## config.mk

```make
export PLATFORM = sky130hd
export DESIGN_NAME = grm_sqrt
export DESIGN_NICKNAME = d
export VERILOG_FILES = /design/src/sv/grm_pkg.sv /design/src/sv/grm_sqrt.sv
export SDC_FILE = /design/constraint.sdc
export NUM_CORES = 1
export LEC_CHECK = 0
export ABC_AREA = 1
export BUFFER_PORTS_ARGS = -buffer_cell sky130_fd_sc_hd__buf_2
export CAP_MARGIN = 20
export CORE_MARGIN = 2
export CORE_UTILIZATION = 50
export CTS_CLUSTER_DIAMETER = 200
export DETAILED_ROUTE_END_ITERATION = 6
export GPL_ROUTABILITY_DRIVEN = 0
export PLACE_DENSITY = 0.66
export REMOVE_ABC_BUFFERS = 1
export SYNTH_ARGS = -nofsm -noshare
export SYNTH_HDL_FRONTEND = slang
export SYNTH_SLANG_ARGS = --single-unit
```

## constraint.sdc

```tcl
create_clock -name clk -period 3.6 [get_ports clk]
set_input_delay 0.36 -clock clk [delete_from_list [all_inputs] [get_ports clk]]
set_output_delay 0.36 -clock clk [all_outputs]
set_load 0.005 [all_outputs]
```

## src/sv/grm_pkg.sv

```systemverilog
package grm_pkg;

  localparam int TsSecW  = 32;
  localparam int TsNsecW = 30;
  localparam int MeanW   = 48;
  localparam int VarW    = 64;
  localparam int CntW    = 16;
  localparam int AlarmW  = 7;
  localparam int RepW    = 32;
  localparam int InDataW  = 168;
  localparam int OutDataW = 200;

  // per-definition accumulator entry
  typedef struct packed {
    logic [TsSecW-1:0]  epoch_sec;
    logic [TsNsecW-1:0] epoch_nsec;
    logic [TsSecW-1:0]  last_sec;
    logic [TsNsecW-1:0] last_nsec;
    logic [MeanW-1:0]   mean;      // signed Q16.32
    logic [VarW-1:0]    var_acc;   // unsigned Q40.24
    logic [CntW-1:0]    cnt;
    logic [AlarmW-1:0]  alarm;     // status 6..2, severity 1..0
    logic [CntW-1:0]    new_cnt;
    logic [RepW-1:0]    rep_cnt;
  } entry_t;

  typedef enum logic [3:0] {
    S_IDLE, S_READ, S_LOAD, S_EVAL, S_DMEAN, S_DD1, S_MSQ, S_MTERM,
    S_DVAR, S_MBASE, S_CHK, S_DQ, S_SQRT, S_EMIT, S_WB
  } seq_state_t;

  typedef struct packed {
    logic        done;
    logic [63:0] quot;
  } div_rsp_t;

  typedef struct packed {
    logic        done;
    logic [63:0] prod;   // saturated at all ones
  } mul_rsp_t;

  typedef struct packed {
    logic        done;
    logic [31:0] root;
  } sqrt_rsp_t;

endpackage

```

## src/sv/grm_sqrt.sv

```systemverilog
// restoring integer square root, one root bit per cycle
module grm_sqrt
  import grm_pkg::*;
(
  input  logic        clk,
  input  logic        rst_n,
  input  logic        start,
  input  logic [63:0] radicand,
  output sqrt_rsp_t   rsp
);

  logic [34:0] rem_r, rem_nxt;
  logic [63:0] v_r, v_nxt;
  logic [31:0] root_r, root_nxt;
  logic [5:0]  cnt_r, cnt_nxt;
  logic        busy_r, busy_nxt;
  logic        done_r, done_nxt;
  logic [34:0] rem_sh, trial;

  assign rem_sh = {rem_r[32:0], v_r[63:62]};
  assign trial  = {1'b0, root_r, 2'b01};

  always_comb begin
    rem_nxt  = rem_r;
    v_nxt    = v_r;
    root_nxt = root_r;
    cnt_nxt  = cnt_r;
    busy_nxt = busy_r;
    done_nxt = 1'b0;
    if (start) begin
      rem_nxt  = '0;
      v_nxt    = radicand;
      root_nxt = '0;
      cnt_nxt  = '0;
      busy_nxt = 1'b1;
    end else if (busy_r) begin
      v_nxt = {v_r[61:0], 2'b00};
      if (rem_sh >= trial) begin
        rem_nxt  = rem_sh - trial;
        root_nxt = {root_r[30:0], 1'b1};
      end else begin
        rem_nxt  = rem_sh;
        root_nxt = {root_r[30:0], 1'b0};
      end
      cnt_nxt = cnt_r + 6'd1;
      if (cnt_r == 6'd31) begin
        busy_nxt = 1'b0;
        done_nxt = 1'b1;
      end
    end
  end

  always_ff @(posedge clk) begin
    if (!rst_n) begin
      busy_r <= 1'b0;
      done_r <= 1'b0;
      cnt_r  <= '0;
    end else begin
      busy_r <= busy_nxt;
      done_r <= done_nxt;
      cnt_r  <= cnt_nxt;
    end
    rem_r  <= rem_nxt;
    v_r    <= v_nxt;
    root_r <= root_nxt;
  end

  assign rsp.done = done_r;
  assign rsp.root = root_r;

endmodule

```

## Word level (Yosys, flattened, before mapping)

Index checks and enable logic that the tools add are counted.

- Bits in registers: 137
- Latch bits: 0
- Bits in writable memories: 0
- Bits in read-only memories: 0
- Bits of input ports: 67
- Output and inout port bits: 33
- Logic and storage cells: 23
- Memories kept: 0

- Add/sub/neg operators: 2
- $mul: 0
- Div/mod/pow operators: 0
- Order comparisons: 1
- Eq/ne operators: 1
- Shifts and indexed selects: 0
- Muxes and demuxes: 8
- Bitwise logic cells: 2
- Reduce and logical (&&, ||, !) cells: 3

Operator list:

| kind | number |
|---|---|
| 64-bit 2-to-1 mux | 2 |
| 35-bit by 34-bit >= comparator with 1-bit output | 1 |
| 33-bit 2-to-1 mux | 1 |
| 33-bit subtractor | 1 |
| 6-bit by 1-bit adder with 6-bit output, second input constant | 1 |
| 6-bit by 5-bit equality test with 1-bit output, second input constant | 1 |
| 1-bit 2-to-1 mux | 5 |
| 3-bit OR reduction | 1 |
| 1-bit NOT | 2 |
| 2-bit nonzero test | 1 |
| 2-bit OR reduction | 1 |

## Depth between registers and ports, before layout

- Depth after elaboration: 4
- Depth in mapped cells: 17
- Gate-level depth less buffers: 16

## Worst setup path before layout

No wires, ideal clock.

- Path kind: in2reg
- Start point: input start
- End point: register v_r[0] (enable)
- Setup time: 454 ps
- Arrival: 2721 ps
- Required time: 3146 ps
- Slack: 426 ps
- Stages: 4
- Cell sequence: clkbuf_1 > nor2_1 > clkinv_1 > clkbuf_1

- Cells in the longest elaborated chain, start to end: 1

RTL lines:

| element | line | text |
|---|---|---|
| start, declared | grm_sqrt.sv:7 | `input logic start,` |
| 2-bit nonzero test (no source line) | - |  |
| end signal, assigned | grm_sqrt.sv:64 | `v_r <= v_nxt;` |
| end, declared | grm_sqrt.sv:13 | `logic [63:0] v_r, v_nxt;` |

Every way passes these cells.
A chain may end at the register's enable or synchronous reset.

## Worst setup path in the final report

- Start point: register root_r[14]
- End point: register rem_r[30]

- Cells in the longest elaborated chain, start to end: 2

RTL lines:

| element | line | text |
|---|---|---|
| start, declared | grm_sqrt.sv:14 | `logic [31:0] root_r, root_nxt;` |
| start signal, assigned | grm_sqrt.sv:65 | `root_r <= root_nxt;` |
| 33-bit subtractor / 35-bit by 34-bit >= comparator with 1-bit output (equally long branches) | grm_sqrt.sv:39, grm_sqrt.sv:38 |  |
| 33-bit 2-to-1 mux (*) | grm_sqrt.sv:38 | `if (rem_sh >= trial) begin` |
| end signal, assigned | grm_sqrt.sv:63 | `rem_r <= rem_nxt;` |
| end, declared | grm_sqrt.sv:12 | `logic [34:0] rem_r, rem_nxt;` |

Mark *: on every way between the ends. The rest lies on a longest branch, timed or not.

==> flow_summary.toml <==
[outcome]
outcome = "complete, no violations"

[worst_setup_path]
reg2reg_from = "root_r[14]$_SDFFE_PP0P_"
cp-startpoint = "root_r[14]$_SDFFE_PP0P_"
cp_common_cell = "nand2_1"
worstPathRequired_ns = 3.93
crit_arrival_ns = 2.98
cpMaxStageDelayCell = "ha_1"
cpPeakStageDelay_ns = 0.40
cp_max_fo = 35
crit_type = "register to register"
timing.critical_path.to = "rem_r[30]$_SDFFE_PP0P_"
start_kind = "register"
r2r_cells = 14
regToRegEndpoint = "rem_r[30]$_SDFFE_PP0P_"
end_kind = "register"
r2r_setup_slack_ns = 0.95
critical_path.cell_chain = "inv_1, ha_1, nand2_1, inv_1, nand2_1, inv_1, a21oi_2, nand3_2, nand2_4, nand2_8, nand2_2, nand2_1, nand2_1, nand2_1"

[flow_run]
maxCapViolCount = 0

[min_path]
hold_path_class = "input pin to register"
hold_path_depth = 3
min_from = "rst_n"

[detailed_routing]
drc = 0
drt_pass1_iterations = 5
routed_wl_um = 19900
num_vias = 7396
via_per_inst = 4.97
dr.first_iter.drc_count = 458
wl_per_cell_um = 13.4
antenna_left = 0

[cts]
holdBufCountCts = 0
cts_root_buffer = "clkbuf_16"
cts_tree = "done"
cts_sinks = 137
htree_num_levels = 4
cts_buffers = 17
clockBufferDepth = 2
worstSkewPairLatency_ns = 0.43
cts_post_setup_buffers_inserted = 0
ctsResizeCount = 0
clk_pin_slew_ns = 0.06

[timing]
fmax_mhz = 377
worst_slack_ns = 0.950
relSlewSlack_pct = 57.4
setup_violations = 0
rsz0062_at_grt = "no"
finalClockSkew_ns = 0.0144
tightest_slew_ns = 0.639
finalCritPeriodShare_pct = 73.6
min_period_ns = 2.65
hold_violations = 0
maxSlewViolCount = 0

[synth]
synth-edff-count = 64
ys_top_cells_by_area = "nand2_1 (25%), edfxtp_1 (24%), dfxtp_1 (18%), inv_1 (6.9%), ha_1 (5.4%)"
yosysTopAreaCell = "nand2_1"
syn_area_mm2 = 0.00808
netlist_instances = 1167
ys_ff_latch = 137
ys_types = 38
yosysMostFrequentCell = "nand2_1"
yosys.area.top_type_share_pct = 25.4
yosysWarnings = 0
synth_flop_cell = "dfxtp_1"
yosysSeqAreaShare_pct = 41.9
avgSynthCellArea_um2 = 6.93
synthTopCellsByCount = "nand2_1 (548), inv_1 (148), dfxtp_1 (73), nand3_1 (73), edfxtp_1 (64)"
synthArstFlopShare_pct = 0

[floorplanning]
die_w_um = 131
ios = 100
dieHeight_um = 131
dieArea_mm2 = 0.0172
row_count = 46
fp.coreArea_mm2 = 0.0158
start_util_pct = 51.1

[cells_and_area]
nNetsFinal = 1360
drive_above_1_share_pct = 12.5
diodes = 0
area_delta_synth_final_pct = 15.7
final_util_pct = 59.1
design_area_mm2 = 0.00936

[global_route]
grt_max_degree = 66
grt_use_total_pct = 24.0
use_met3_pct = 6.13
grt_util_met1_pct = 31.8
grt_util_met2_pct = 38.1
grt_pass1_wl_um = 33600
antenna_found_initial = 1
grt_remaining_overflow = 0
busiest_layer = "met2"
grt_pass1_vias = 7041

[placed_design]
hpwl_um = 14400
dpl-instance-area_mm2 = 0.00875
post-place-ws_ns = 1.01
io_buffer_count = 99

[power]
vdd_ir_drop_max_uv = 463
powerDensity_mw_per_mm2 = 828
p_leak_nw = 4.99
[state kept, by name (all words and copies together), names as in the netlist]
register and count:
done_r 1, cnt_r 6, rem_r 33, root_r 32
busy_r 1, v_r 64
[layout make-up]
cell class,instances,area [um^2]
Fill cell,1536,6470
Multi-Input combinational cell,843,3970
Sequential cell,137,3380
Timing Repair Buffer,107,576
Inverter,152,572
Clock buffer,19,453
Tap cell,216,270
Clock inverter,13,135
[cells in the final DEF (no fill, tap or decap), drive strengths merged, types with 2 or more instances in the layout]
| cell | Yosys | layout |
|---|---|---|
| buf | 12 | 107 |
| nand2 | 554 | 554 |
| nor3 | 11 | 11 |
| o21bai | 6 | 6 |
| o22ai | 31 | 31 |
| nand3 | 74 | 74 |
| a21oi | 27 | 27 |
| xor2 | 15 | 15 |
| clkinv | 2 | 4 |
| ha | 35 | 35 |
| inv | 150 | 156 |
| o21ai | 4 | 4 |
| edfxtp | 64 | 64 |
| clkinvlp | 0 | 4 |
| nand4 | 9 | 9 |
| and2 | 4 | 4 |
| dfxtp | 73 | 73 |
| nand3b | 9 | 9 |
| nor4 | 2 | 2 |
| clkbuf | 23 | 19 |
| nor2 | 57 | 57 |
[layer usage]
| metal | wire, um | share of wire (%) |
|---|---|---|
| met1 | 9280 | 47 |
| met2 | 8970 | 45 |
| met3 | 1190 | 6.0 |
| met4 | 478 | 2.4 |
| met5 | 16 | 0.080 |
[worst min path at each step]
| stage | slack (ns) | endpoint |
|---|---|---|
| after floorplan | 0.43 | rem_r[31]$_SDFFE_PP0P_ |
| after CTS | 0.17 | v_r[0]$_SDFFCE_PN0P_ |
| after detailed placement | 0.46 | rem_r[31]$_SDFFE_PP0P_ |
| final | 0.18 | busy_r$_SDFF_PN0_ |
| after global routing | 0.19 | v_r[1]$_SDFFCE_PN0P_ |
| after global placement | 0.45 | rem_r[31]$_SDFFE_PP0P_ |
[where the power goes]
part / internal [mW] / total, mW / switching, mW
clock network: 1.01 / 1.76 / 0.754
registers: 1.82 / 1.92 / 0.0967
logic: 1.33 / 4.07 / 2.75
[cells by family (layout without fill, tap and decap cells)]
| kind of cell | after synthesis | in the layout | synth area share, % |
|---|---|---|---|
| AND/OR/NAND/NOR | 723 | 723 | 36.9 |
| buffers and inverters | 187 | 291 | 9.13 |
| flip-flops | 137 | 137 | 41.9 |
| AO/OA/AOI/OAI | 70 | 70 | 5.11 |
| adder cells (fa/ha/maj) | 35 | 35 | 5.42 |
| XOR/XNOR | 15 | 15 | 1.63 |
[worst max-delay path, delay by kind of cell (launching register included)]
family	cells	cell delay (ns)
adder cells (fa/ha/maj)	1	0.40
AO/OA/AOI/OAI	1	0.21
flip-flops	1	0.32
AND/OR/NAND/NOR	9	1.33
buffers and inverters	3	0.26
[metrics by stage]
| stage | power [mW] | cells | TNS [ns] | hold WS, ns |
|---|---|---|---|---|
| 6_report | 7.75 | 1487 | 0 | 0.181 |
| 5_1_grt | 8.40 | 1487 | 0 | 0.188 |
| 4_1_cts | 7.72 | 1486 | 0 | 0.174 |
| 3_5_place_dp | 5.95 | 1454 | 0 | 0.457 |
| 3_3_place_gp | 5.93 | 1454 | 0 | 0.450 |
| 2_1_floorplan | 4.94 | 1132 | -77.81 | 0.430 |
Note: power is estimated with default switching activity, not from simulation.
