File: src/sv/grm_pkg.sv
package grm_pkg;

  localparam int TsSecW  = 32;
  localparam int TsNsecW = 30;
  localparam int MeanW   = 48;
  localparam int VarW    = 64;
  localparam int CntW    = 16;
  localparam int AlarmW  = 7;
  localparam int RepW    = 32;
  localparam int InDataW  = 168;
  localparam int OutDataW = 200;

  // per-definition accumulator entry
  typedef struct packed {
    logic [TsSecW-1:0]  epoch_sec;
    logic [TsNsecW-1:0] epoch_nsec;
    logic [TsSecW-1:0]  last_sec;
    logic [TsNsecW-1:0] last_nsec;
    logic [MeanW-1:0]   mean;      // signed Q16.32
    logic [VarW-1:0]    var_acc;   // unsigned Q40.24
    logic [CntW-1:0]    cnt;
    logic [AlarmW-1:0]  alarm;     // status 6..2, severity 1..0
    logic [CntW-1:0]    new_cnt;
    logic [RepW-1:0]    rep_cnt;
  } entry_t;

  typedef enum logic [3:0] {
    S_IDLE, S_READ, S_LOAD, S_EVAL, S_DMEAN, S_DD1, S_MSQ, S_MTERM,
    S_DVAR, S_MBASE, S_CHK, S_DQ, S_SQRT, S_EMIT, S_WB
  } seq_state_t;

  typedef struct packed {
    logic        done;
    logic [63:0] quot;
  } div_rsp_t;

  typedef struct packed {
    logic        done;
    logic [63:0] prod;   // saturated at all ones
  } mul_rsp_t;

  typedef struct packed {
    logic        done;
    logic [31:0] root;
  } sqrt_rsp_t;

endpackage

File: src/sv/grm_div.sv
// restoring divider, one quotient bit per cycle
module grm_div
  import grm_pkg::*;
(
  input  logic        clk,
  input  logic        rst_n,
  input  logic        start,
  input  logic [63:0] dividend,
  input  logic [15:0] divisor,
  output div_rsp_t    rsp
);

  logic [16:0] rem_r, rem_nxt;
  logic [63:0] quo_r, quo_nxt;
  logic [15:0] dsor_r;
  logic [6:0]  cnt_r, cnt_nxt;
  logic        busy_r, busy_nxt;
  logic        done_r, done_nxt;
  logic [16:0] rem_sh;

  assign rem_sh = {rem_r[15:0], quo_r[63]};

  always_comb begin
    rem_nxt  = rem_r;
    quo_nxt  = quo_r;
    cnt_nxt  = cnt_r;
    busy_nxt = busy_r;
    done_nxt = 1'b0;
    if (start) begin
      rem_nxt  = '0;
      quo_nxt  = dividend;
      cnt_nxt  = '0;
      busy_nxt = 1'b1;
    end else if (busy_r) begin
      if (rem_sh >= {1'b0, dsor_r}) begin
        rem_nxt = rem_sh - {1'b0, dsor_r};
        quo_nxt = {quo_r[62:0], 1'b1};
      end else begin
        rem_nxt = rem_sh;
        quo_nxt = {quo_r[62:0], 1'b0};
      end
      cnt_nxt = cnt_r + 7'd1;
      if (cnt_r == 7'd63) begin
        busy_nxt = 1'b0;
        done_nxt = 1'b1;
      end
    end
  end

  always_ff @(posedge clk) begin
    if (!rst_n) begin
      busy_r <= 1'b0;
      done_r <= 1'b0;
      cnt_r  <= '0;
    end else begin
      busy_r <= busy_nxt;
      done_r <= done_nxt;
      cnt_r  <= cnt_nxt;
    end
    rem_r <= rem_nxt;
    quo_r <= quo_nxt;
    if (start) dsor_r <= divisor;
  end

  assign rsp.done = done_r;
  assign rsp.quot = quo_r;

endmodule

File: config.mk
export PLATFORM = sky130hd
export DESIGN_NAME = grm_div
export DESIGN_NICKNAME = d
export VERILOG_FILES = /design/src/sv/grm_pkg.sv /design/src/sv/grm_div.sv
export SDC_FILE = /design/constraint.sdc
export NUM_CORES = 1
export LEC_CHECK = 0
export ABC_AREA = 0
export ABC_CLOCK_PERIOD_IN_PS = 2700
export BUFFER_PORTS_ARGS = -buffer_cell sky130_fd_sc_hd__buf_2
export CORE_MARGIN = 2
export CORE_UTILIZATION = 47
export DETAILED_ROUTE_END_ITERATION = 6
export GPL_TIMING_DRIVEN = 0
export PLACE_DENSITY = 0.79
export SYNTH_ARGS = -nofsm -noshare
export SYNTH_HDL_FRONTEND = slang
export SYNTH_SLANG_ARGS = --single-unit
File: constraint.sdc
create_clock -name clk -period 2.7 [get_ports clk]
set_input_delay 0.54 -clock clk [delete_from_list [all_inputs] [get_ports clk]]
set_output_delay 0.54 -clock clk [all_outputs]
set_load 0.02 [all_outputs]
After elaboration in Yosys (flattened, before gate mapping). Cells that the tools add are included. Widths: inputs -> output; s select.

Bits of input ports: 83. Bits in registers: 105. Logic and storage cells: 23.

Bitwise logic cells: 2. $lt $le $gt $ge: 1. Muxes and demuxes: 8. Equality and inequality tests: 1. Add/subtract/negate cells: 2. Reduce and logical (&&, ||, !) cells: 3.

Operator list (number): $mux 64 (2); $ge 17x16->1 (1); $mux 16 (1); $sub 16x16->16 (1); $add 7x1->7 const B (1); $eq 7x6->1 const B (1); $mux 1 (5); $reduce_or 3->1 (1); $not 1->1 (2); $reduce_bool 2->1 (1); $reduce_or 2->1 (1).

Longest topological paths before layout. Gate-level depths: netlist of the first run.

Depth in word-level cells: 4. Depth in mapped cells: 11. Mapped depth without buffers: 9.

Worst setup path after synthesis of the first run. OpenSTA, ideal clock, no wires.

Path type: input-to-reg. Start point: input port start. End point: register quo_r[0] (enable). Stages on the path: 4. Arrival time: 2.131 ns. Path slack: -0.119 ns. Path buffers: 2. Cell sequence: clkbuf_1 inv_1 clkbuf_1 nand2_1.

Word-level cells in the longest chain between the ends: 1.

Ends and longest elaborated chain: start: declaration (line grm_div.sv:7) `input logic start,`; $reduce_bool 2->1 (no source line); end signal: assignment (line grm_div.sv:61) `quo_r <= quo_nxt;`; end: declaration (line grm_div.sv:14) `logic [63:0] quo_r, quo_nxt;`.

No other way between the ends. A chain may end at the register's enable or synchronous reset.

Final worst setup path of the first run.
Start point: register quo_r[63]. End point: register rem_r[12].

Word-level cells in the longest chain between the ends: 2. Elaborated cells between the ends (all ways): 3.

Ends and longest elaborated chain: $sub 16x16->16 / $ge 17x16->1 (equally long branches) (line grm_div.sv:36, grm_div.sv:35); $mux 16 (*) (line grm_div.sv:35) `if (rem_sh >= {1'b0, dsor_r}) begin`; end signal: assignment (line grm_div.sv:60) `rem_r <= rem_nxt;`; end: declaration (line grm_div.sv:13) `logic [16:0] rem_r, rem_nxt;`.

Every way passes the cells marked *; elsewhere a longest branch is shown, timed or not.

==> flow_summary.yaml, run 1 <==
run_status:
  status: "finished clean"
finish:
  nFillCells: 898
  finish.cell_count_without_fillers: 726
  drive_above_1_share_pct: 41.1
  syn2layout_area_growth_pct: 22.3
  multiInputGateArea_um2: 2100
  design.final.nets: 682
  n_antenna_cell: 0
  area.sequential_um2: 2900
placed_design:
  buffer_ports.inserted: 147
  place.detailed.hpwl_um: 8940
  pre_cts_ws_ns: -0.269
  gp_congestion: 0.888
  place_inst: 710
critical_path:
  r2r_setup_slack_ns: 0.16
  cp_max_fo: 4
  critical_path.reg2reg.startpoint: "quo_r[63]"
  critical_path.top_delay_family: "compound AO/OA/AOI/OAI gates"
  max_stage_delay_ns: 0.45
  cp_data_arrival_time_ns: 2.84
  timing_worst_setup_path_type: "flip-flop to flip-flop"
  worstRegToRegCells: 9
  crit_path_top_delay_cell: "sky130_fd_sc_hd__a2111oi_0"
  endpoint_kind: "flip-flop"
  cp_num_buf_inv: 1
  setup.worst_path.start_class: "flip-flop"
  crit_chain: "inv_1 > ha_1 > fa_1 > nand2b_1 > a21oi_2 > a31oi_1 > a2111oi_0 > a311oi_1 > o31ai_1"
  required_ns: 2.99
  rr_endpoint: "rem_r[12]"
clock_tree:
  cts-root-buf: "sky130_fd_sc_hd__clkbuf_8"
  clock_sinks: 105
  htree_num_levels: 3
  clk-insertion-delay-late_ns: 0.38
  clock_tree.buffer_depth: 2
  cts.clk_slew.worst_paths_ns: 0.10
  cts_inserted_buffers: 9
  tritoncts_clock_tree: "yes"
pwr:
  power.share.combinational_pct: 21.8
  internal_power_mw: 2.72
  power_leakage_nw: 2.64
  sequential_fraction_of_design_power_pct: 51.4
  totalPowerFinal_mw: 3.87
  irDropWorstVdd_uv: 350
  p_clk_share_pct: 26.9
  net_load_switching_power_mw: 1.15
  p_per_area_nw_per_um2: 610
  sw_frac_of_total_pct: 29.8
route:
  routed_wire_length_per_instance_um: 16.4
  route.antenna.remaining_nets: 0
  route.detailed.drc: 0
  routed_via_density: 5.44
  finalWirelength_um: 11900
  detailedRoute.firstIterationViolations: 273
  route.vias.total: 3950
  detail_route.first_pass.iterations: 7
floorplan:
  die_area_um2: 11900
  die_y_um: 109
  pin_count: 148
  core_area_um2: 10800
  die_width_um: 109
  floorplan.initialDensity_pct: 48.0
  rows: 38
global_route:
  grt_antenna_before_repair: 0
  first_global_vias: 3933
  grt-ovfl-total: 0
  largest_net_degree_at_the_start_of_global_routing: 39
  grt.total_usage_pct: 20.4
  global_route_wire_length_before_repair_um: 18700
synth:
  synth_largest_type_area_fraction_pct: 46.4
  synth.largest_area_cell: "sky130_fd_sc_hd__edfxtp_1"
  synth_top_cells_by_area: "sky130_fd_sc_hd__edfxtp_1 46%, sky130_fd_sc_hd__mux2_2 14%, sky130_fd_sc_hd__dfxtp_1 9.7%"
  synthAdderAreaFrac_pct: 4.49
  synth_edf_count: 80
  syn_area_um2: 5180
  most_instantiated_flip_flop_cell_in_the_synthesis_netlist: "sky130_fd_sc_hd__edfxtp_1"
  post_synth_and_or_nand_nor_area_fraction_pct: 8.26
  postSynth.asyncResetShare_pct: 0
  synth-seq-cells: 105
  yosys.area_share.xor_xnor_pct: 2.20
  synth_compound_area_share_pct: 11.0
  synth.mux.area_fraction_pct: 14.3
  syn-instance-count: 422
  yosysWarnings: 0
  largest_family_of_logic_cells_by_synthesized_area: "multiplexers"
  seq_area_frac_synth_pct: 56.1
  netlist_cell_types: 54
  syn-mean-instance-area_um2: 12.3
  synth_net_count: 523
worst_hold_path:
  min_path_type: "input port to flip-flop"
  worst_hold_path_cells: 1
  hold_path_origin: "divisor[12]"
  hold_path_end: "dsor_r[12]"
timing:
  max_slew.worst_pin.slew_ns: 0.607
  hold_viol: 0
  rsz0062_at_grt: "no"
  timing_max_transition_violations_final: 0
  worst_path_setup_slack_after_routing_ns: 0.159
  relSlewSlack_pct: 59.5
  clock-skew-final_ns: 0.00986
  period_needed_ns: 2.54
  clock.fmax_mhz: 394
  fin_crit_sh_pct: 94.1
  finalSetupViolations: 0
  totalNegativeSetupSlack_ns: 0
run:
  drv.max_cap_violation_count: 0
-- synth_stat cells, drive strengths merged, types with 3 or more instances --
cell	number
ha	17
o311ai	3
nor2	30
a21oi	19
xor2	4
and2	3
nand2	36
o211ai	4
a211oi	4
clkbuf	12
nand3	3
and3	7
a31oi	4
xnor2	9
a32oi	3
o21ai	14
inv	23
nand2b	5
a311oi	7
buf	10
edfxtp	80
mux2	64
o31ai	4
or3	3
dfxtp	25
-- cell families after synthesis --
kind of cell             Yosys count
multiplexers                      66
buffers and inverters             45
AO/OA/AOI/OAI                     81
XOR/XNOR                          13
flip-flops                       105
adder cells (fa/ha/maj)           18
AND/OR/NAND/NOR                   94
-- metrics by stage --
stage	utilization [%]	cell area [um2]	hold WS [ns]
after floorplan	-	5180	0.453
after global placement	56.4	6090	0.465
after detailed placement	56.6	6110	0.477
after CTS	58.6	6330	0.316
after global routing	58.7	6340	0.315
final	58.7	6340	0.329
-- how the worst max path moves through the flow --
stage / from / end / slack [ns] / depth (start not counted)
2_1_floorplan: quo_r[63] / rem_r[8] / 0.38 / 9
6_report: quo_r[63] / rem_r[12] / 0.16 / 9
5_1_grt: quo_r[63] / rem_r[12] / 0.03 / 9
4_1_cts: quo_r[63] / rem_r[12] / 0.1 / 9
3_5_place_dp: start / quo_r[25] / -0.27 / 6
3_3_place_gp: start / quo_r[26] / -0.42 / 5
-- repair_timing --
action | in CTS | in global routing
resized for setup | 0 | 2
hold buffers | 0 | 0
endpoints found under the setup margin | 0 | 28
buffers inserted | 0 | 0
-- cells in the final DEF, fill, tap and decap left out, types with 4 or more instances in the layout --
| cell | count |
|---|---|
| sky130_fd_sc_hd__a21oi_1 | 18 |
| sky130_fd_sc_hd__a311oi_1 | 7 |
| sky130_fd_sc_hd__a31oi_1 | 4 |
| sky130_fd_sc_hd__and3_1 | 7 |
| sky130_fd_sc_hd__buf_1 | 5 |
| sky130_fd_sc_hd__buf_2 | 149 |
| sky130_fd_sc_hd__clkbuf_1 | 10 |
| sky130_fd_sc_hd__clkbuf_8 | 11 |
| sky130_fd_sc_hd__dfxtp_1 | 25 |
| sky130_fd_sc_hd__edfxtp_1 | 80 |
| sky130_fd_sc_hd__ha_1 | 17 |
| sky130_fd_sc_hd__inv_1 | 23 |
| sky130_fd_sc_hd__mux2_2 | 64 |
| sky130_fd_sc_hd__nand2_1 | 34 |
| sky130_fd_sc_hd__nand2b_1 | 5 |
| sky130_fd_sc_hd__nor2_1 | 30 |
| sky130_fd_sc_hd__o211ai_1 | 4 |
| sky130_fd_sc_hd__o21ai_0 | 14 |
| sky130_fd_sc_hd__o31ai_1 | 4 |
| sky130_fd_sc_hd__xnor2_1 | 9 |
| sky130_fd_sc_hd__xor2_1 | 4 |
-- flip-flops by register name, indices dropped and copies added (netlist names) --
| signal | cells |
|---|---|
| busy_r | 1 |
| cnt_r | 7 |
| done_r | 1 |
| dsor_r | 16 |
| quo_r | 64 |
| rem_r | 16 |
-- per-layer routing --
layer / global-route usage (%) / wire length [um] / vias to the layer above
met5: 0 / 0 / -
met4: 10.6 / 384 / 0
met1: 24.7 / 4980 / 1885
met2: 35.0 / 5980 / 142
li1: - / - / 1889
met3: 3.35 / 550 / 34
-- layout make-up --
class	instances	area share, %
inverters	23	1.36
well taps	140	2.76
multi-input cells	272	33.1
plain buffers	22	1.62
clock buffers	12	2.78
clock inverters	4	0.612
flip-flops and latches	105	45.8
repair buffers	148	11.9
-- power groups by stage --
stage	sequential, mW	combinational, mW	clock (mW)
final	1.99	0.842	1.04
after global routing	2.00	0.911	1.11
after CTS	1.99	0.838	1.06
after detailed placement	2.02	0.835	0
after global placement	2.02	0.804	0
after floorplan	2.15	0.426	0
Note: power is estimated with default switching activity, not from simulation.
==> run 2, diff against run 1 <==
- ABC_CLOCK_PERIOD_IN_PS: 2700 -> 3100
- CORE_UTILIZATION: 47 -> 56
- PLACE_DENSITY: 0.79 -> 0.88
- clock period: 2.7 -> 3.1 ns (I/O delays scaled with it)
==> flow_summary.yaml, run 2 (synthesized netlist as in run 1, its figures left out) <==
route:
  routed_wire_length_per_instance_um: 17.4
  routed_via_density: 5.65
  route.antenna.remaining_nets: 0
  finalWirelength_um: 12100
  route.vias.total: 3937
  detail_route.first_pass.iterations: 5
  detailedRoute.firstIterationViolations: 249
  route.detailed.drc: 0
critical_path:
  critical_path.reg2reg.startpoint: "quo_r[63]"
  crit_chain: "inv_1 > ha_1 > fa_1 > nand2b_1 > a21oi_1 > a31oi_1 > a2111oi_0 > a311oi_1 > o31ai_1"
  cp_data_arrival_time_ns: 2.95
  max_stage_delay_ns: 0.47
  timing_worst_setup_path_type: "flip-flop to flip-flop"
  timing.critical_path.from: "quo_r[63]"
  rr_endpoint: "rem_r[12]"
  setup.worst_path.start_class: "flip-flop"
  critPathCapture: "rem_r[12]"
  cp_max_fo: 4
  endpoint_kind: "flip-flop"
  required_ns: 3.39
  cp_num_buf_inv: 1
  r2r_setup_slack_ns: 0.43
  crit_path_top_delay_cell: "sky130_fd_sc_hd__a2111oi_0"
  worstRegToRegCells: 9
  critical_path_cell_count: 9
  critical_path.top_delay_family: "compound AO/OA/AOI/OAI gates"
pwr:
  p_per_area_nw_per_um2: 522
  irDropWorstVdd_uv: 296
  power_leakage_nw: 2.62
global_route:
  first_global_vias: 3796
  grt_antenna_before_repair: 0
  grt.total_usage_pct: 24.2
  global_route_wire_length_before_repair_um: 18700
  grt-ovfl-total: 0
  largest_net_degree_at_the_start_of_global_routing: 41
finish:
  final_util_pct: 68.7
  syn2layout_area_growth_pct: 20.8
  largest_register_ff_count: 64
  drive_above_1_share_pct: 40.8
  final_area_um2: 6250
  design.final.nets: 682
  layout_top_registers: "quo_r (64), dsor_r (16), rem_r (16)"
  finish.cell_count_without_fillers: 697
  largest-register: "quo_r"
  layout_commonest_cell: "sky130_fd_sc_hd__buf_2"
  n_antenna_cell: 0
  final_cell_mix: "149 x sky130_fd_sc_hd__buf_2, 80 x sky130_fd_sc_hd__edfxtp_1, 64 x sky130_fd_sc_hd__mux2_2"
clock_tree:
  htree_num_levels: 3
  clock_sinks: 105
  tritoncts_clock_tree: "yes"
  count_of_instances_resized_after_the_clock_tree_is_built: 0
  clk-insertion-delay-late_ns: 0.37
  post-cts-setup-buffer-count: 0
  cts-root-buf: "sky130_fd_sc_hd__clkbuf_8"
  cts_inserted_buffers: 9
  cts_hold_repair.buffers: 0
  clock_tree.buffer_depth: 2
  cts.clk_slew.worst_paths_ns: 0.10
floorplan:
  floorplan.initialDensity_pct: 56.9
  die_y_um: 100
  rows: 35
  core_area_um2: 9110
  die_area_um2: 10000
  die_width_um: 100
  pin_count: 148
timing:
  worst_path_setup_slack_after_routing_ns: 0.433
  timing.hold.ws_ns: 0.416
  period_needed_ns: 2.67
  rsz0062_at_grt: "no"
  timing_max_transition_violations_final: 0
  relSlewSlack_pct: 57.7
  fin_crit_sh_pct: 86.0
  clock.fmax_mhz: 375
  hold_viol: 0
  clock-skew-final_ns: 0.0115
  finalSetupViolations: 0
  max_slew.worst_pin.slew_ns: 0.633
placed_design:
  detailed_place.area_um2: 6080
  pre_cts_ws_ns: 0.141
  gp_congestion: 0.916
  place_inst: 681
  buffer_ports.inserted: 147
  place.detailed.hpwl_um: 9480
run_status:
  status: "finished clean"
worst_hold_path:
  worst_hold_path_cells: 1
  min_path_type: "input port to flip-flop"
run:
  drv.max_cap_violation_count: 0
run 2: area by class of cell:
class	instances	area [um2]
Fill cell	643	2850
Tap cell	111	139
Clock inverter	6	51.3
Multi-Input combinational cell	272	2090
Timing Repair Buffer	148	756
Buffer	22	103
Clock buffer	10	128
Inverter	23	86.3
Sequential cell	105	2900
run 2: through the flow:
| stage | setup TNS (ns) | power (mW) |
|---|---|---|
| after floorplan | 0 | 2.24 |
| after global placement | -53.03 | 2.46 |
| after detailed placement | 0 | 2.49 |
| after CTS | 0 | 3.28 |
| after global routing | 0 | 3.41 |
| final | 0 | 3.27 |
run 2: metal layers:
| layer | vias up | wire [um] | track usage, % |
|---|---|---|---|
| met1 | 1871 | 4890 | 28.6 |
| met3 | 21 | 884 | 6.27 |
| met4 | 0 | 197 | 7.80 |
| li1 | 1893 | - | - |
| met5 | - | 0 | 0 |
| met2 | 152 | 6180 | 43.1 |
run 2: how the worst min path moves through the flow:
| stage | end | startpoint | slack, ns |
|---|---|---|---|
| 2_1_floorplan | cnt_r[6] | cnt_r[6] | 0.45 |
| 3_3_place_gp | cnt_r[5] | cnt_r[5] | 0.47 |
| 3_5_place_dp | cnt_r[6] | cnt_r[6] | 0.48 |
| 4_1_cts | dsor_r[9] | divisor[9] | 0.40 |
| 5_1_grt | dsor_r[9] | divisor[9] | 0.40 |
| 6_report | dsor_r[6] | divisor[6] | 0.42 |
run 2: where the power goes:
group          switching [mW]  internal, mW
clock network           0.495         0.305
logic                   0.433         0.299
registers              0.0677          1.67
total                   0.996          2.27
==> run 3, diff against run 2 <==
- ABC_CLOCK_PERIOD_IN_PS: 3100 -> 2400
- CORE_UTILIZATION: 56 -> 47
- PLACE_DENSITY: 0.88 -> 0.79
- clock period: 3.1 -> 2.4 ns (I/O delays scaled with it)
==> flow_summary.yaml, run 3 (synthesized netlist as in run 1, its figures left out) <==
critical_path:
  timing_worst_setup_path_type: "flip-flop to flip-flop"
  critPathCapture: "quo_r[0]"
  endpoint_kind: "flip-flop"
  cp_max_fo: 10
  required_ns: 2.50
  timing.critical_path.from: "dsor_r[14]"
  worstRegToRegCells: 9
  r2r_setup_slack_ns: 0.06
  critical_path.reg2reg.startpoint: "dsor_r[14]"
  setup.worst_path.start_class: "flip-flop"
  cp_data_arrival_time_ns: 2.44
  rr_endpoint: "quo_r[0]"
clock_tree:
  tritoncts_clock_tree: "yes"
  cts_inserted_buffers: 9
  cts_hold_repair.buffers: 0
  clk-insertion-delay-late_ns: 0.38
  htree_num_levels: 3
  cts.clk_slew.worst_paths_ns: 0.10
  cts-root-buf: "sky130_fd_sc_hd__clkbuf_8"
  clock_sinks: 105
  clock_tree.buffer_depth: 2
floorplan:
  die_area_um2: 11900
  die_y_um: 109
  die_width_um: 109
  pin_count: 148
  rows: 38
  core_area_um2: 10800
  floorplan.initialDensity_pct: 48.0
timing:
  clock.fmax_mhz: 427
  timing.hold.ws_ns: 0.271
  period_needed_ns: 2.34
  rsz0062_at_grt: "yes"
  timing_max_transition_violations_final: 0
  finalSetupViolations: 0
  fin_crit_sh_pct: 97.6
  hold_viol: 0
  relSlewSlack_pct: 59.4
  max_slew.worst_pin.slew_ns: 0.608
  clock-skew-final_ns: 0.00753
finish:
  layout_top_registers: "quo_r (64), dsor_r (16), rem_r (16)"
  syn2layout_area_growth_pct: 25.6
  n_antenna_cell: 0
  largest-register: "quo_r"
  final_cell_mix: "151 x sky130_fd_sc_hd__buf_2, 80 x sky130_fd_sc_hd__edfxtp_1, 64 x sky130_fd_sc_hd__mux2_2"
  layout_commonest_cell: "sky130_fd_sc_hd__buf_2"
  final_util_pct: 60.2
  largest_register_ff_count: 64
  design.final.nets: 687
  drive_above_1_share_pct: 45.3
global_route:
  grt.total_usage_pct: 20.5
  grt-ovfl-total: 0
  first_global_vias: 3932
  global_route_wire_length_before_repair_um: 18700
  largest_net_degree_at_the_start_of_global_routing: 39
  grt_antenna_before_repair: 0
placed_design:
  gp_congestion: 0.888
  place.detailed.hpwl_um: 8940
  buffer_ports.inserted: 147
route:
  finalWirelength_um: 12100
  route.vias.total: 3985
  detailedRoute.firstIterationViolations: 251
  routed_via_density: 5.45
  route.antenna.remaining_nets: 0
  detail_route.first_pass.iterations: 7
  routed_wire_length_per_instance_um: 16.6
  route.detailed.drc: 0
run:
  drv.max_cap_violation_count: 0
pwr:
  power_leakage_nw: 2.67
  irDropWorstVdd_uv: 396
  p_per_area_nw_per_um2: 679
worst_hold_path:
  min_path_type: "input port to flip-flop"
run_status:
  status: "finished clean"
## run 3: through the flow
stage                     instances  cell area (um2)  worst slack [ns]  power (mW)  TNS, ns
after detailed placement        710             6110            -0.509        3.21   -37.01
after CTS                       726             6360           -0.0386        4.38  -0.0386
after global routing            731             6500           -0.0235        4.59  -0.0290
final                           731             6500            0.0582        4.41        0
after global placement          709             6090            -0.656        3.17   -52.67
after floorplan                 422             5180            0.0814        2.89        0
## run 3: worst min-delay path by stage
stage,startpoint,endpoint,depth (start not counted)
final,divisor[14],dsor_r[14],1
after global routing,divisor[1],dsor_r[1],1
after CTS,divisor[12],dsor_r[12],1
after detailed placement,cnt_r[6],cnt_r[6],2
after global placement,cnt_r[6],cnt_r[6],2
after floorplan,cnt_r[6],cnt_r[6],2
## run 3: worst max-delay path, stage by stage (launching register included)
cell and delay [ns]:
sky130_fd_sc_hd__edfxtp_1 0.38, sky130_fd_sc_hd__inv_1 0.07, sky130_fd_sc_hd__ha_1 0.27, sky130_fd_sc_hd__a21o_1 0.23, sky130_fd_sc_hd__a211oi_4 0.26, sky130_fd_sc_hd__and2_1 0.21
sky130_fd_sc_hd__a41o_1 0.15, sky130_fd_sc_hd__buf_6 0.16, sky130_fd_sc_hd__buf_2 0.21, sky130_fd_sc_hd__o21ai_0 0.12
## run 3: area by class of cell
class | instances | area, um2
plain buffers | 22 | 109
multi-input cells | 272 | 2220
fillers | 874 | 4290
well taps | 140 | 175
flip-flops and latches | 105 | 2900
inverters | 23 | 86.3
clock inverters | 4 | 38.8
repair buffers | 153 | 793
clock buffers | 12 | 176
## run 3: power by group
group,switching (mW),leakage [nW],total [mW],internal [mW]
Combinational,0.590,1.56,1.01,0.415
Clock,0.654,0.108,1.17,0.517
Sequential,0.0862,1.01,2.24,2.15
## run 3: repair_timing
action / 4_1_cts / 5_1_grt
pin swaps: 2 / 7
setup endpoints to repair: 41 / 37
cloned: 0 / 0
setup buffers: 0 / 5
gates resized for setup: 7 / 25
## run 3: metal layers
layer | global-route usage (%) | wire [um] | share of wire [%] | vias to the layer above
met4 | 10.6 | 419 | 3.5 | 0
met1 | 24.8 | 4930 | 41 | 1895
met2 | 35.0 | 6160 | 51 | 149
met3 | 3.35 | 590 | 4.9 | 38
met5 | 0 | 0 | 0 | -
li1 | - | - | - | 1903
