--- config.mk ---
export PLATFORM = sky130hd
export DESIGN_NAME = grm_mul
export DESIGN_NICKNAME = d
export VERILOG_FILES = /design/src/sv/grm_pkg.sv /design/src/sv/grm_mul.sv
export SDC_FILE = /design/constraint.sdc
export NUM_CORES = 1
export LEC_CHECK = 0
export BUFFER_PORTS_ARGS = -buffer_cell sky130_fd_sc_hd__buf_4
export CAP_MARGIN = 15
export CORE_MARGIN = 8
export CORE_UTILIZATION = 40
export CTS_BUF_LIST = sky130_fd_sc_hd__clkbuf_8
export DETAILED_ROUTE_END_ITERATION = 10
export GPL_TIMING_DRIVEN = 0
export PLACE_DENSITY_LB_ADDON = 0.2
export RECOVER_POWER = 100
export SYNTH_ARGS = -nofsm -noshare
export SYNTH_HDL_FRONTEND = slang
export SYNTH_SLANG_ARGS = --single-unit
--- constraint.sdc ---
create_clock -name clk -period 3 [get_ports clk]
set_input_delay 0.3 -clock clk [delete_from_list [all_inputs] [get_ports clk]]
set_output_delay 0.3 -clock clk [all_outputs]
set_load 0.005 [all_outputs]
--- src/sv/grm_pkg.sv ---
package grm_pkg;

  localparam int TsSecW  = 32;
  localparam int TsNsecW = 30;
  localparam int MeanW   = 48;
  localparam int VarW    = 64;
  localparam int CntW    = 16;
  localparam int AlarmW  = 7;
  localparam int RepW    = 32;
  localparam int InDataW  = 168;
  localparam int OutDataW = 200;

  // per-definition accumulator entry
  typedef struct packed {
    logic [TsSecW-1:0]  epoch_sec;
    logic [TsNsecW-1:0] epoch_nsec;
    logic [TsSecW-1:0]  last_sec;
    logic [TsNsecW-1:0] last_nsec;
    logic [MeanW-1:0]   mean;      // signed Q16.32
    logic [VarW-1:0]    var_acc;   // unsigned Q40.24
    logic [CntW-1:0]    cnt;
    logic [AlarmW-1:0]  alarm;     // status 6..2, severity 1..0
    logic [CntW-1:0]    new_cnt;
    logic [RepW-1:0]    rep_cnt;
  } entry_t;

  typedef enum logic [3:0] {
    S_IDLE, S_READ, S_LOAD, S_EVAL, S_DMEAN, S_DD1, S_MSQ, S_MTERM,
    S_DVAR, S_MBASE, S_CHK, S_DQ, S_SQRT, S_EMIT, S_WB
  } seq_state_t;

  typedef struct packed {
    logic        done;
    logic [63:0] quot;
  } div_rsp_t;

  typedef struct packed {
    logic        done;
    logic [63:0] prod;   // saturated at all ones
  } mul_rsp_t;

  typedef struct packed {
    logic        done;
    logic [31:0] root;
  } sqrt_rsp_t;

endpackage

--- src/sv/grm_mul.sv ---
// shift-add multiplier, multiplier bits MSB first, saturating at 64 bits
module grm_mul
  import grm_pkg::*;
(
  input  logic        clk,
  input  logic        rst_n,
  input  logic        start,
  input  logic [63:0] op_a,
  input  logic [31:0] op_b,
  output mul_rsp_t    rsp
);

  logic [63:0] acc_r, acc_nxt, a_r;
  logic [31:0] b_r, b_nxt;
  logic        sat_r, sat_nxt;
  logic [5:0]  cnt_r, cnt_nxt;
  logic        busy_r, busy_nxt;
  logic        done_r, done_nxt;
  logic [64:0] sum;

  assign sum = {1'b0, acc_r[62:0], 1'b0} + {1'b0, (b_r[31] ? a_r : 64'd0)};

  always_comb begin
    acc_nxt  = acc_r;
    b_nxt    = b_r;
    sat_nxt  = sat_r;
    cnt_nxt  = cnt_r;
    busy_nxt = busy_r;
    done_nxt = 1'b0;
    if (start) begin
      acc_nxt  = '0;
      b_nxt    = op_b;
      sat_nxt  = 1'b0;
      cnt_nxt  = '0;
      busy_nxt = 1'b1;
    end else if (busy_r) begin
      acc_nxt = sum[63:0];
      sat_nxt = sat_r | acc_r[63] | sum[64];
      b_nxt   = {b_r[30:0], 1'b0};
      cnt_nxt = cnt_r + 6'd1;
      if (cnt_r == 6'd31) begin
        busy_nxt = 1'b0;
        done_nxt = 1'b1;
      end
    end
  end

  always_ff @(posedge clk) begin
    if (!rst_n) begin
      busy_r <= 1'b0;
      done_r <= 1'b0;
      cnt_r  <= '0;
    end else begin
      busy_r <= busy_nxt;
      done_r <= done_nxt;
      cnt_r  <= cnt_nxt;
    end
    acc_r <= acc_nxt;
    b_r   <= b_nxt;
    sat_r <= sat_nxt;
    if (start) a_r <= op_a;
  end

  assign rsp.done = done_r;
  assign rsp.prod = sat_r ? '1 : acc_r;

endmodule

== Word-level counts from Yosys, hierarchy flattened ==
Cells that the tools add are included.

* Input bits: 99
* Output and inout bits: 65
* Flip-flop bits (word level): 169
* Logic and storage cells: 25

* Bitwise logic cells: 4
* $add $sub $neg: 2
* Mux-type cells: 8
* Equality and inequality tests: 1
* Reduce and logical (&&, ||, !) cells: 3

{| class="wikitable"
|+ Operators by type and width
! cell !! count
|-
| $mux W64 || 2
|-
| $add A64 B64 Y65 || 1
|-
| $mux W32 || 2
|-
| $add A6 B1 Y6 const B || 1
|-
| $eq A6 B5 Y1 const B || 1
|-
| $mux W1 || 4
|-
| $reduce_or A3 Y1 || 1
|-
| $not A1 Y1 || 2
|-
| $or A1 B1 Y1 || 2
|-
| $reduce_bool A2 Y1 || 1
|-
| $reduce_or A2 Y1 || 1
|}

== Longest topological paths before layout ==
Gate-level depths: netlist of run 1.

* Word-level depth: 4
* Mapped depth: 14
* Mapped depth without buffers: 12

== Worst setup path before layout of run 1 ==
Ideal clock, no wire load.

* Kind: flip-flop to flip-flop
* From: reg b_r[31]
* To: reg acc_r[58]
* Cell stages (with the launch flop): 13
* Setup slack: -0.226 ns
* Buffers on the path: 2
* Library setup time: 0.120 ns
* Arrival: 3.106 ns
* Data required time: 2.880 ns
* Path through: edfxtp_1 -> clkbuf_1 -> clkbuf_1 -> and2_1 -> ha_1 -> and2_4 -> nand3_4 -> or4_4 -> a2111o_1 -> a21o_1 -> a2111oi_4 -> nor3_1 -> a211o_1

* Cells in the longest elaborated chain, start to end: 2

{| class="wikitable"
|+ RTL lines
! item !! RTL line !! RTL
|-
| start: declaration || grm_mul.sv:14 || <nowiki>logic [31:0] b_r, b_nxt;</nowiki>
|-
| start signal: assignment || grm_mul.sv:59 || <nowiki>b_r <= b_nxt;</nowiki>
|-
| $mux W64 || grm_mul.sv:21 || <nowiki>assign sum = {1'b0, acc_r[62:0], 1'b0} + {1'b0, (b_r[31] ? a_r : 64'd0)};</nowiki>
|-
| $add A64 B64 Y65 || grm_mul.sv:21 ||
|-
| end signal: assignment || grm_mul.sv:58 || <nowiki>acc_r <= acc_nxt;</nowiki>
|-
| end: declaration || grm_mul.sv:13 || <nowiki>logic [63:0] acc_r, acc_nxt, a_r;</nowiki>
|}

No other way between the ends.
A chain may end at the register's enable or synchronous reset.

== Worst setup path in the final report of run 1 ==
* From: reg b_r[31]
* To: reg acc_r[60]

The elaborated chain is that of the path after synthesis.

==> reports/qor.txt, run 1 <==
Via count - 9800
Startpoint types - register
GRT Util Overall - 0.2060
CTS H-tree depth - 4
Required @ worst endpoint - 3370 ps
Gr ovfl total - 0
Root Buffer - clkbuf_8
Finished Cell Area - 0.01532 mm2
Final WS setup - -446.9 ps
Post-DP HPWL - 23.79 mm
I/O Buffers - 163
Failing checks - setup timing
Crit share post-route - 1.149
Clock Path Buffers - 2
Least-Margin Pin Slew - 964.1 ps
CTS tree - built
Layout cell share with drive strength beyond 1 - 0.3776
Worst Path Max Fanout - 7
First-pass GRT wire length - 51.85 mm
Register area share after synthesis - 0.4077
RSZ-0062 raised after global routing - yes
Netlist cell types - 70
Clock sink count - 169
Final wirelength - 34.51 mm
Skew final - 19.25 ps
Skew-Pair Late Insertion Delay - 480 ps
Cell total after placement - 1639
Max Slew Vio Count - 0
Area growth, synth to finish - 43.75%
1st-iter DRT viols - 613
NumNets Final - 1626
Pwr Density - 432.2 mW/mm2
Ports - 164
Drt first pass iters - 5
Final setup violation count - 38
Synthesized flop and latch total - 169
Vias in the first global route - 9780
Synth async-reset ratio - 0
Maxcap violations - 0
Status - complete, but fails checks
Lkg Pwr - 6.189 nW
Via density - 5.414
Total power - 6.621 mW
Die ar. - 0.03212 mm2
Final core occ - 0.5862
Initial Util - 0.4078
Worst IR Drop VDD - 0.2560 mV
Primary FF master, synth - edfxtp_1
CTS Buf Count - 17
Slew margin rel. - 0.3573
Period minus WS final - 3447 ps
Rows - 59
DIE HEIGHT - 179.2 um
Synth Instances - 1141
WS Path Type - register to register
Synthesized cell area - 0.01066 mm2
Core ar. - 0.02613 mm2
Final std cells w/o fill - 1810
Class of the worst hold path - input pin to register
Data arrival, critical path - 3820 ps
Max Fclk - 290.1 MHz
Width of the die - 179.2 um
WL/cell - 19.07 um
EDFF count, synth - 96
Yosys Warn Count - 0
TNS Setup - -9292 ps
Post-synth net total - 1305
Clock Pin Slew Worst Setup and Hold Paths - 100 ps
Placer Congestion - 0.9450
Largest net degree at the start of global routing - 69
Initial antenna violation count - 0
Cell Area, Placed - 0.01244 mm2
Hold Violations, Final - 0
Critical Path Sink Type - register
Detailed-route DRC error count - 0
Antenna-violating nets left - 0
Avg Inst Size Synth - 9.340 um2
ANT cells - 0
==> timing repair <==
item                       in CTS  in global routing
hold buffers                   64                  0
pin swaps                      35                 72
setup endpoints to repair      76                 72
resized for setup             155                143
gates cloned                    2                  2
setup buffers                  47                 41
hold endpoints to repair       64                  0
==> cells by family after synthesis <==
group	after synthesis	synth area share
multiplexers	59	0.05906
adder cells (fa/ha/maj)	65	0.07702
XOR/XNOR	50	0.04109
flip-flops	169	0.4077
AO/OA/AOI/OAI	291	0.1728
buffers and inverters	83	0.03205
AND/OR/NAND/NOR	424	0.2103
==> power by group <==
group          leakage, nW  internal [mW]  switching (mW)
Sequential            1.54           2.66           0.117
Combinational         4.42           1.05            1.00
Clock                0.225          0.846           0.945
==> cells in the final DEF, fill, tap and decap left out, drive strengths merged, types with 24 or more instances in the layout <==
master	n
inv	27
clkbuf	180
mux2	31
mux2i	28
and2	73
nand2	97
dfxtp	73
nor2	74
or2	68
nand4	27
a21o	24
dlygate4sd3	64
buf	138
ha	64
edfxtp	96
o21ai	75
a21oi	90
xnor2	32
==> layout make-up <==
cell class / count / area (um2)
clock buffer: 17 / 234.0
fill: 2318 / 10810
buffer: 49 / 347.8
timing repair inverter: 1 / 7.507
timing repair buffer: 316 / 2566
sequential: 169 / 4344
multi-input combinational: 889 / 7134
inverter: 19 / 75.07
tap: 335 / 419.2
clock inverter: 15 / 190.2
==> synth_stat cells (3+ instances only) <==
master | n | area share
and3_1 | 6 | 0.0035
nor3b_1 | 6 | 0.0042
a21o_1 | 24 | 0.017
o211ai_1 | 11 | 0.0077
mux2_2 | 31 | 0.033
nand2_1 | 97 | 0.034
o21a_1 | 16 | 0.011
a211o_1 | 3 | 0.0025
nand4_1 | 27 | 0.016
o21ai_0 | 74 | 0.035
o211a_1 | 3 | 0.0028
mux2i_1 | 28 | 0.026
buf_2 | 3 | 0.0014
nor4_1 | 5 | 0.0029
buf_1 | 5 | 0.0018
dfxtp_1 | 73 | 0.14
or2_2 | 68 | 0.040
xnor2_1 | 32 | 0.026
o31ai_1 | 3 | 0.0021
a21boi_0 | 7 | 0.0049
nand3_1 | 14 | 0.0066
nand2b_1 | 12 | 0.0070
nand3b_1 | 7 | 0.0049
nor2b_1 | 5 | 0.0029
o21bai_1 | 19 | 0.013
xor2_1 | 18 | 0.015
edfxtp_1 | 96 | 0.27
clkbuf_1 | 53 | 0.019
nor3_1 | 17 | 0.0080
or3_1 | 3 | 0.0018
a211oi_1 | 5 | 0.0035
and2_1 | 72 | 0.042
ha_1 | 64 | 0.075
nor2_1 | 74 | 0.026
a221oi_1 | 4 | 0.0033
a21oi_1 | 88 | 0.041
inv_1 | 19 | 0.0067
a31oi_1 | 7 | 0.0041
==> stage by stage <==
step / hold WS [ps] / setup slack, ps
after floorplan: 398.9 / -114.6
after global placement: 460.6 / -1242
after detailed placement: 454.6 / -1352
after CTS: 27.42 / -436.9
after global routing: 34.06 / -532.9
final: 43.97 / -446.9
==> sequential cells by signal (all words and copies together) (netlist names) <==
signal,count
cnt_r,6
done_r,1
acc_r,64
busy_r,1
a_r,64
b_r,32
sat_r,1
==> worst paths after layout <==
path / from / endpoint / slack, ps / cells past startpoint
min: rst_n / busy_r / 40 / 2
max: b_r[31] / acc_r[60] / -450 / 14
min reg2reg: acc_r[29] / acc_r[29] / 470 / 2
max reg2reg: b_r[31] / acc_r[60] / -450 / 14
==> critical path, cell delays in order, from the launching register on <==
cell and delay (ps):
edfxtp_1 430, clkbuf_16 220, clkbuf_16 160, and2_4 140
ha_4 210, buf_4 150, nand4_1 110, o22ai_2 130
nand2b_4 190, o21a_1 230, o311ai_4 380, nand2_2 140
a211o_4 380, o211a_1 210, a221o_1 260
==> layer usage <==
layer / GRT usage / share of wire / vias to the layer above
li1: - / - / 4774
met1: 0.2573 / 0.43 / 4684
met2: 0.3384 / 0.48 / 295
met3: 0.05602 / 0.069 / 47
met4: 0.07081 / 0.019 / 0
met5: 0 / 0 / -
Note: power is estimated with default switching activity, not from simulation.
==> inputs of run 2 (changes only) <==
==> constraint.sdc (replaced) <==
create_clock -name clk -period 3.59 [get_ports clk]
set_input_delay 0.359 -clock clk [delete_from_list [all_inputs] [get_ports clk]]
set_output_delay 0.359 -clock clk [all_outputs]
set_load 0.005 [all_outputs]
==> run 2 against run 1 <==
The run now ends clean. Power fell by 24%. Wire length fell by 11%. Final area fell by 14%. Largest power group unchanged. Highest routed layer unchanged.
==> reports/qor.txt, run 2 (synthesis results as in run 1) <==
Status - complete, no violations
Antenna-violating nets left - 0 (unchanged)
Register area - 0.004344 mm2 (unchanged)
Clock sink count - 169 (unchanged)
Drt first pass iters - 7 (+2)
Placer Congestion - 0.9367 (-0.88%)
Startpoint types - register
TNS Setup - 0 ps (+9292 ps)
Cell Area, Placed - 0.01233 mm2 (-0.89%)
WS Path Type - register to register
Maxcap violations - 0 (unchanged)
I/O Buffers - 163 (unchanged)
Slowest cell delay on critical path - 530 ps (+100 ps)
Slew margin rel. - 0.3881 (+0.03078)
Largest regs - a_r x64, acc_r x64, b_r x32
CTS Buf Count - 17 (unchanged)
Area growth, synth to finish - 23.08%
DIE HEIGHT - 179.2 um (unchanged)
Final setup violation count - 0 (-100%)
Switching part of the total power - 0.3255 (+0.01352)
1st-iter DRT viols - 537 (-12%)
RSZ-0062 raised after global routing - yes
Critical Path Sink Type - register
Via density - 5.397 (-0.33%)
Least-Margin Pin Slew - 917.9 ps (-46.17 ps)
Period minus WS final - 3490 ps (+42.92 ps)
Max Slew Vio Count - 0 (unchanged)
Rows - 59 (unchanged)
Total power - 5.044 mW (-24%)
Max stage delay cell, worst path - or4_4
Clock Path Buffers - 2 (unchanged)
GRT Util Overall - 0.1895 (-0.01648)
Detailed-route DRC error count - 0 (unchanged)
Commonest non-fill, non-tap cell in the layout - clkbuf_4
Buf/Inv on CP - 2 (-1)
Layout cell share with drive strength beyond 1 - 0.2730 (-0.1046)
Clock Pin Slew Worst Setup and Hold Paths - 110 ps (about the same)
Final wirelength - 30.81 mm (-11%)
Required @ worst endpoint - 3970 ps (+600 ps)
Skew-Pair Late Insertion Delay - 480 ps (about the same)
Initial antenna violation count - 1 (+1)
Worst IR Drop VDD - 0.1927 mV (-25%)
Ports - 164 (unchanged)
Finished Cell Area - 0.01312 mm2 (-14%)
DP Worst Slack - -1010 ps (+341.2 ps)
First-pass GRT wire length - 47.92 mm (-7.6%)
Most frequent cells in the layout - clkbuf_4, edfxtp_1, nand2_1
Hold Violations, Final - 0 (unchanged)
Crit share post-route - 0.9721 (-0.1769)
CTS Hold Bufs - 0 (-100%)
Cell family with most CP delay - compound AO/OA/AOI/OAI gates
Skew final - 22.54 ps (+3.293 ps)
Width of the die - 179.2 um (unchanged)
Final WS setup - 100.2 ps (+547.1 ps)
Pwr Density - 384.6 mW/mm2 (-11%)
Initial Util - 0.4078 (unchanged)
Int Pwr - 3.402 mW (-25%)
Post-DP HPWL - 23.49 mm (-1.3%)
Class of the worst hold path - input pin to register
Data arrival, critical path - 3870 ps (+50 ps)
Footprint of the multi-input gates - 0.006397 mm2 (-10%)
Via count - 8969 (-8.5%)
Vias in the first global route - 9072 (-7.2%)
NumNets Final - 1477 (-9.2%)
Seq pwr share - 0.458 (+0.039)
CTS tree - built
Largest net degree at the start of global routing - 69 (unchanged)
Root Buffer - clkbuf_8
Core ar. - 0.02613 mm2 (unchanged)
Max Fclk - 286.5 MHz (-1.2%)
CP cell instances - buf_6, buf_4, and2_1, ha_4, and2_4, nand3_4, or4_4, a2111o_1, a21o_1, a2111oi_4, nor3_2, a211o_1
Psw - 1.642 mW (-21%)
Hold slack final - 66.40 ps (+22.43 ps)
Number of fill cells - 2504 (+8.0%)
Gr ovfl total - 0 (unchanged)
Lkg Pwr - 5.280 nW (-15%)
WL/cell - 18.54 um (-2.8%)
Combinational share of power - 0.269 (-0.041)
Clk pwr share - 0.274 (+0.003)
Worst Path Max Fanout - 10 (+3)
CTS H-tree depth - 4 (unchanged)
Die ar. - 0.03212 mm2 (unchanged)
## run 2: changes by cell type in the layout (fill, tap and decap cells not counted), sizes merged
cell         delta
clkinv          +3
bufinv          -3
inv             -2
clkbuf          +4
dlygate4sd3    -64
diode           +1
buf            -87
## run 2: cell type report
type,count,share of cell area
antenna,1,0.0001908
timing repair buffer,174,0.09625
sequential,169,0.3312
buffer,43,0.01650
inverter,19,0.005437
multi-input combinational,889,0.4877
tap,335,0.03196
clock buffer,18,0.01889
clock inverter,14,0.01183
## run 2: what timing repair did
item | 4_1_cts | 5_1_grt
endpoints found under the setup margin | 41 | 24
gates resized for setup | 48 | 52
setup buffers | 6 | 4
pin swaps | 6 | 14
## run 2: stage by stage
stage	std cells	util
2_1_floorplan	1141	-
3_3_place_gp	1639	0.4707
3_5_place_dp	1640	0.4717
4_1_cts	1658	0.4938
5_1_grt	1662	0.5019
6_report	1662	0.5019
## run 2: worst reg2reg max path, cell delays in order, from the launching register on
cell,delay [ps]
edfxtp_1,400
buf_6,160
buf_4,170
and2_1,170
ha_4,310
and2_4,170
nand3_4,80
or4_4,530
a2111o_1,430
a21o_1,270
a2111oi_4,370
nor3_2,80
a211o_1,240
## run 2: worst paths after layout
| path | from | endpoint | slack, ps | depth (start not counted) |
|---|---|---|---|---|
| setup reg to reg | b_r[31] | acc_r[58] | 100 | 12 |
| hold reg to reg | acc_r[29] | acc_r[29] | 480 | 2 |
| hold / removal | op_a[7] | a_r[7] | 70 | 1 |
| setup / recovery | b_r[31] | acc_r[58] | 100 | 12 |
## run 2: routing by layer
| layer | global-route usage | part of all wire | up-vias |
|---|---|---|---|
| met5 | 0 | 0 | - |
| met4 | 0.04547 | 0.011 | 0 |
| met3 | 0.05981 | 0.072 | 24 |
| met2 | 0.3009 | 0.45 | 207 |
| met1 | 0.2474 | 0.47 | 4261 |
| li1 | - | - | 4477 |
## run 2: power groups by stage
stage               logic (mW)  registers (mW)  clock network [mW]
detailed placement        1.29            2.34                   0
finish                    1.35            2.31                1.38
CTS                       1.34            2.30                1.42
floorplan                0.828            2.31                   0
global placement          1.27            2.34                   0
global route              1.49            2.33                1.49
==> inputs of run 3 (changes only) <==
--- a/config.mk
+++ b/config.mk
@@ -13,7 +13,7 @@
 export DETAILED_ROUTE_END_ITERATION = 10
 export GPL_TIMING_DRIVEN = 0
 export PLACE_DENSITY_LB_ADDON = 0.2
-export RECOVER_POWER = 100
+export RECOVER_POWER = 50
 export SYNTH_ARGS = -nofsm -noshare
 export SYNTH_HDL_FRONTEND = slang
 export SYNTH_SLANG_ARGS = --single-unit
==> run 3 against run 2 <==
Final area increased by 0.50%. Die area unchanged. Setup slack improved by 6.4 ps. Wire length about the same. Count of clock-buffer cells in the layout unchanged. Sequential power about the same. Critical endpoint unchanged. Highest routed layer unchanged.
==> reports/qor.txt, run 3 (synthesis results as in run 1) <==
Skew final - 22.08 ps (-0.4666 ps)
Largest net degree at the start of global routing - 69 (unchanged)
Initial antenna violation count - 1 (unchanged)
Slew margin rel. - 0.3870 (-0.001112)
1st-iter DRT viols - 556 (+3.5%)
GRT Util Overall - 0.1895 (unchanged)
Critical Path Sink Type - register
Pwr Density - 384.7 mW/mm2 (about the same)
Final std cells w/o fill - 1662 (unchanged)
Skew-Pair Late Insertion Delay - 480 ps (about the same)
Root Buffer - clkbuf_8
Final wirelength - 30.82 mm (about the same)
Levels on crit path - 12 (unchanged)
DIE HEIGHT - 179.2 um (unchanged)
Layout cell share with drive strength beyond 1 - 0.2866 (+0.01357)
Status - complete, no violations
Worst IR Drop VDD - 0.1927 mV (about the same)
Slowest cell delay on critical path - 530 ps (about the same)
Gr ovfl total - 0 (unchanged)
Via count - 8959 (-0.11%)
Placer Congestion - 0.9367 (unchanged)
NumNets Final - 1477 (unchanged)
Drt first pass iters - 7 (unchanged)
Area growth, synth to finish - 23.69%
Depth of the worst hold-timing path - 1 (unchanged)
Class of the worst hold path - input pin to register
Largest regs - a_r x64, acc_r x64, b_r x32
Post-DP HPWL - 23.49 mm (unchanged)
WL/cell - 18.54 um (about the same)
WS Path Type - register to register
Rows - 59 (unchanged)
Max stage delay cell, worst path - or4_4
CTS Hold Bufs - 0 (unchanged)
CTS H-tree depth - 4 (unchanged)
Antenna-violating nets left - 0 (unchanged)
Data arrival, critical path - 3870 ps (about the same)
Die ar. - 0.03212 mm2 (unchanged)
Ports - 164 (unchanged)
Max Fclk - 287.1 MHz (+0.18%)
Buf/Inv on CP - 2 (unchanged)
Worst Path Max Fanout - 10 (unchanged)
Detailed-route DRC error count - 0 (unchanged)
I/O Buffers - 163 (unchanged)
Startpoint types - register
Initial Util - 0.4078 (unchanged)
Width of the die - 179.2 um (unchanged)
Hold Violations, Final - 0 (unchanged)
First-pass GRT wire length - 47.92 mm (unchanged)
Cell family with most CP delay - compound AO/OA/AOI/OAI gates
Most frequent cells in the layout - buf_4, edfxtp_1, nand2_1
Final setup violation count - 0 (unchanged)
Least-Margin Pin Slew - 919.6 ps (+1.668 ps)
Final WS setup - 106.6 ps (+6.371 ps)
Clock Path Buffers - 2 (unchanged)
Via density - 5.390 (-0.11%)
Period minus WS final - 3483 ps (-6.371 ps)
Vias in the first global route - 9072 (unchanged)
Worst R2R Path Depth - 12 (unchanged)
Lkg Pwr - 5.363 nW (+1.6%)
Total power - 5.071 mW (+0.53%)
Clock Pin Slew Worst Setup and Hold Paths - 110 ps (about the same)
CP cell instances - buf_6, buf_4, and2_1, ha_4, and2_4, nand3_4, or4_4, a2111o_1, a21o_1, a2111oi_4, nor3_2, a211o_1
DP Worst Slack - -1010 ps (unchanged)
Required @ worst endpoint - 3970 ps (about the same)
Clock sink count - 169 (unchanged)
CTS tree - built
Crit share post-route - 0.9703 (-0.001775)
RSZ-0062 raised after global routing - yes
Commonest non-fill, non-tap cell in the layout - buf_4
Cell total after placement - 1640 (unchanged)
Maxcap violations - 0 (unchanged)
CTS Buf Count - 17 (unchanged)
Max Slew Vio Count - 0 (unchanged)
Core ar. - 0.02613 mm2 (unchanged)
## run 3: cell types whose count changed in the layout (fill, tap and decap cells not counted)
cell | previous run | this run
and2_1 | 69 | 70
buf_4 | 42 | 103
clkbuf_4 | 112 | 67
and2_0 | 1 | 0
ha_2 | 6 | 8
clkbuf_1 | 48 | 32
ha_1 | 38 | 36
## run 3: report_power, final
group | internal, mW | switching [mW] | total, mW
clock network | 0.540 | 0.842 | 1.38
registers | 2.22 | 0.0886 | 2.31
logic | 0.665 | 0.715 | 1.38
## run 3: final timing paths
kind	from	endpoint	slack, ps
max reg2reg	b_r[31]	acc_r[58]	110
min	op_a[7]	a_r[7]	70
min reg2reg	cnt_r[5]	done_r	480
max	b_r[31]	acc_r[58]	110
## run 3: through the flow
stage	TNS (ps)	instance area, um2	hold slack [ps]	utilization
2_1_floorplan	0	10660	431.1	-
4_1_cts	0	12900	17.02	0.4938
6_report	0	13180	65.39	0.5044
3_5_place_dp	-21810	12330	458.0	0.4717
5_1_grt	-45.54	13180	27.65	0.5044
3_3_place_gp	-33990	12300	457.0	0.4707
## run 3: area by class of cell
cell class	instances	area, um2
Fill cell	2494	12950
Multi-Input combinational cell	889	6402
Sequential cell	169	4344
Timing Repair Buffer	174	1323
Tap cell	335	419.2
Clock buffer	18	247.7
Buffer	43	216.5
Clock inverter	14	155.1
Inverter	19	71.32
Antenna cell	1	2.502
## run 3: what timing repair did
action | 4_1_cts | 5_1_grt
setup buffers | 6 | 4
resized for setup | 48 | 52
pin swaps | 6 | 14
setup endpoints to repair | 41 | 24
## run 3: per-layer routing
layer / wire (um) / GRT usage / up-vias
li1: - / - / 4474
met1: 14330 / 0.2474 / 4257
met2: 13880 / 0.3009 / 205
met3: 2263 / 0.05981 / 23
met4: 346 / 0.04547 / 0
met5: 0 / 0 / -
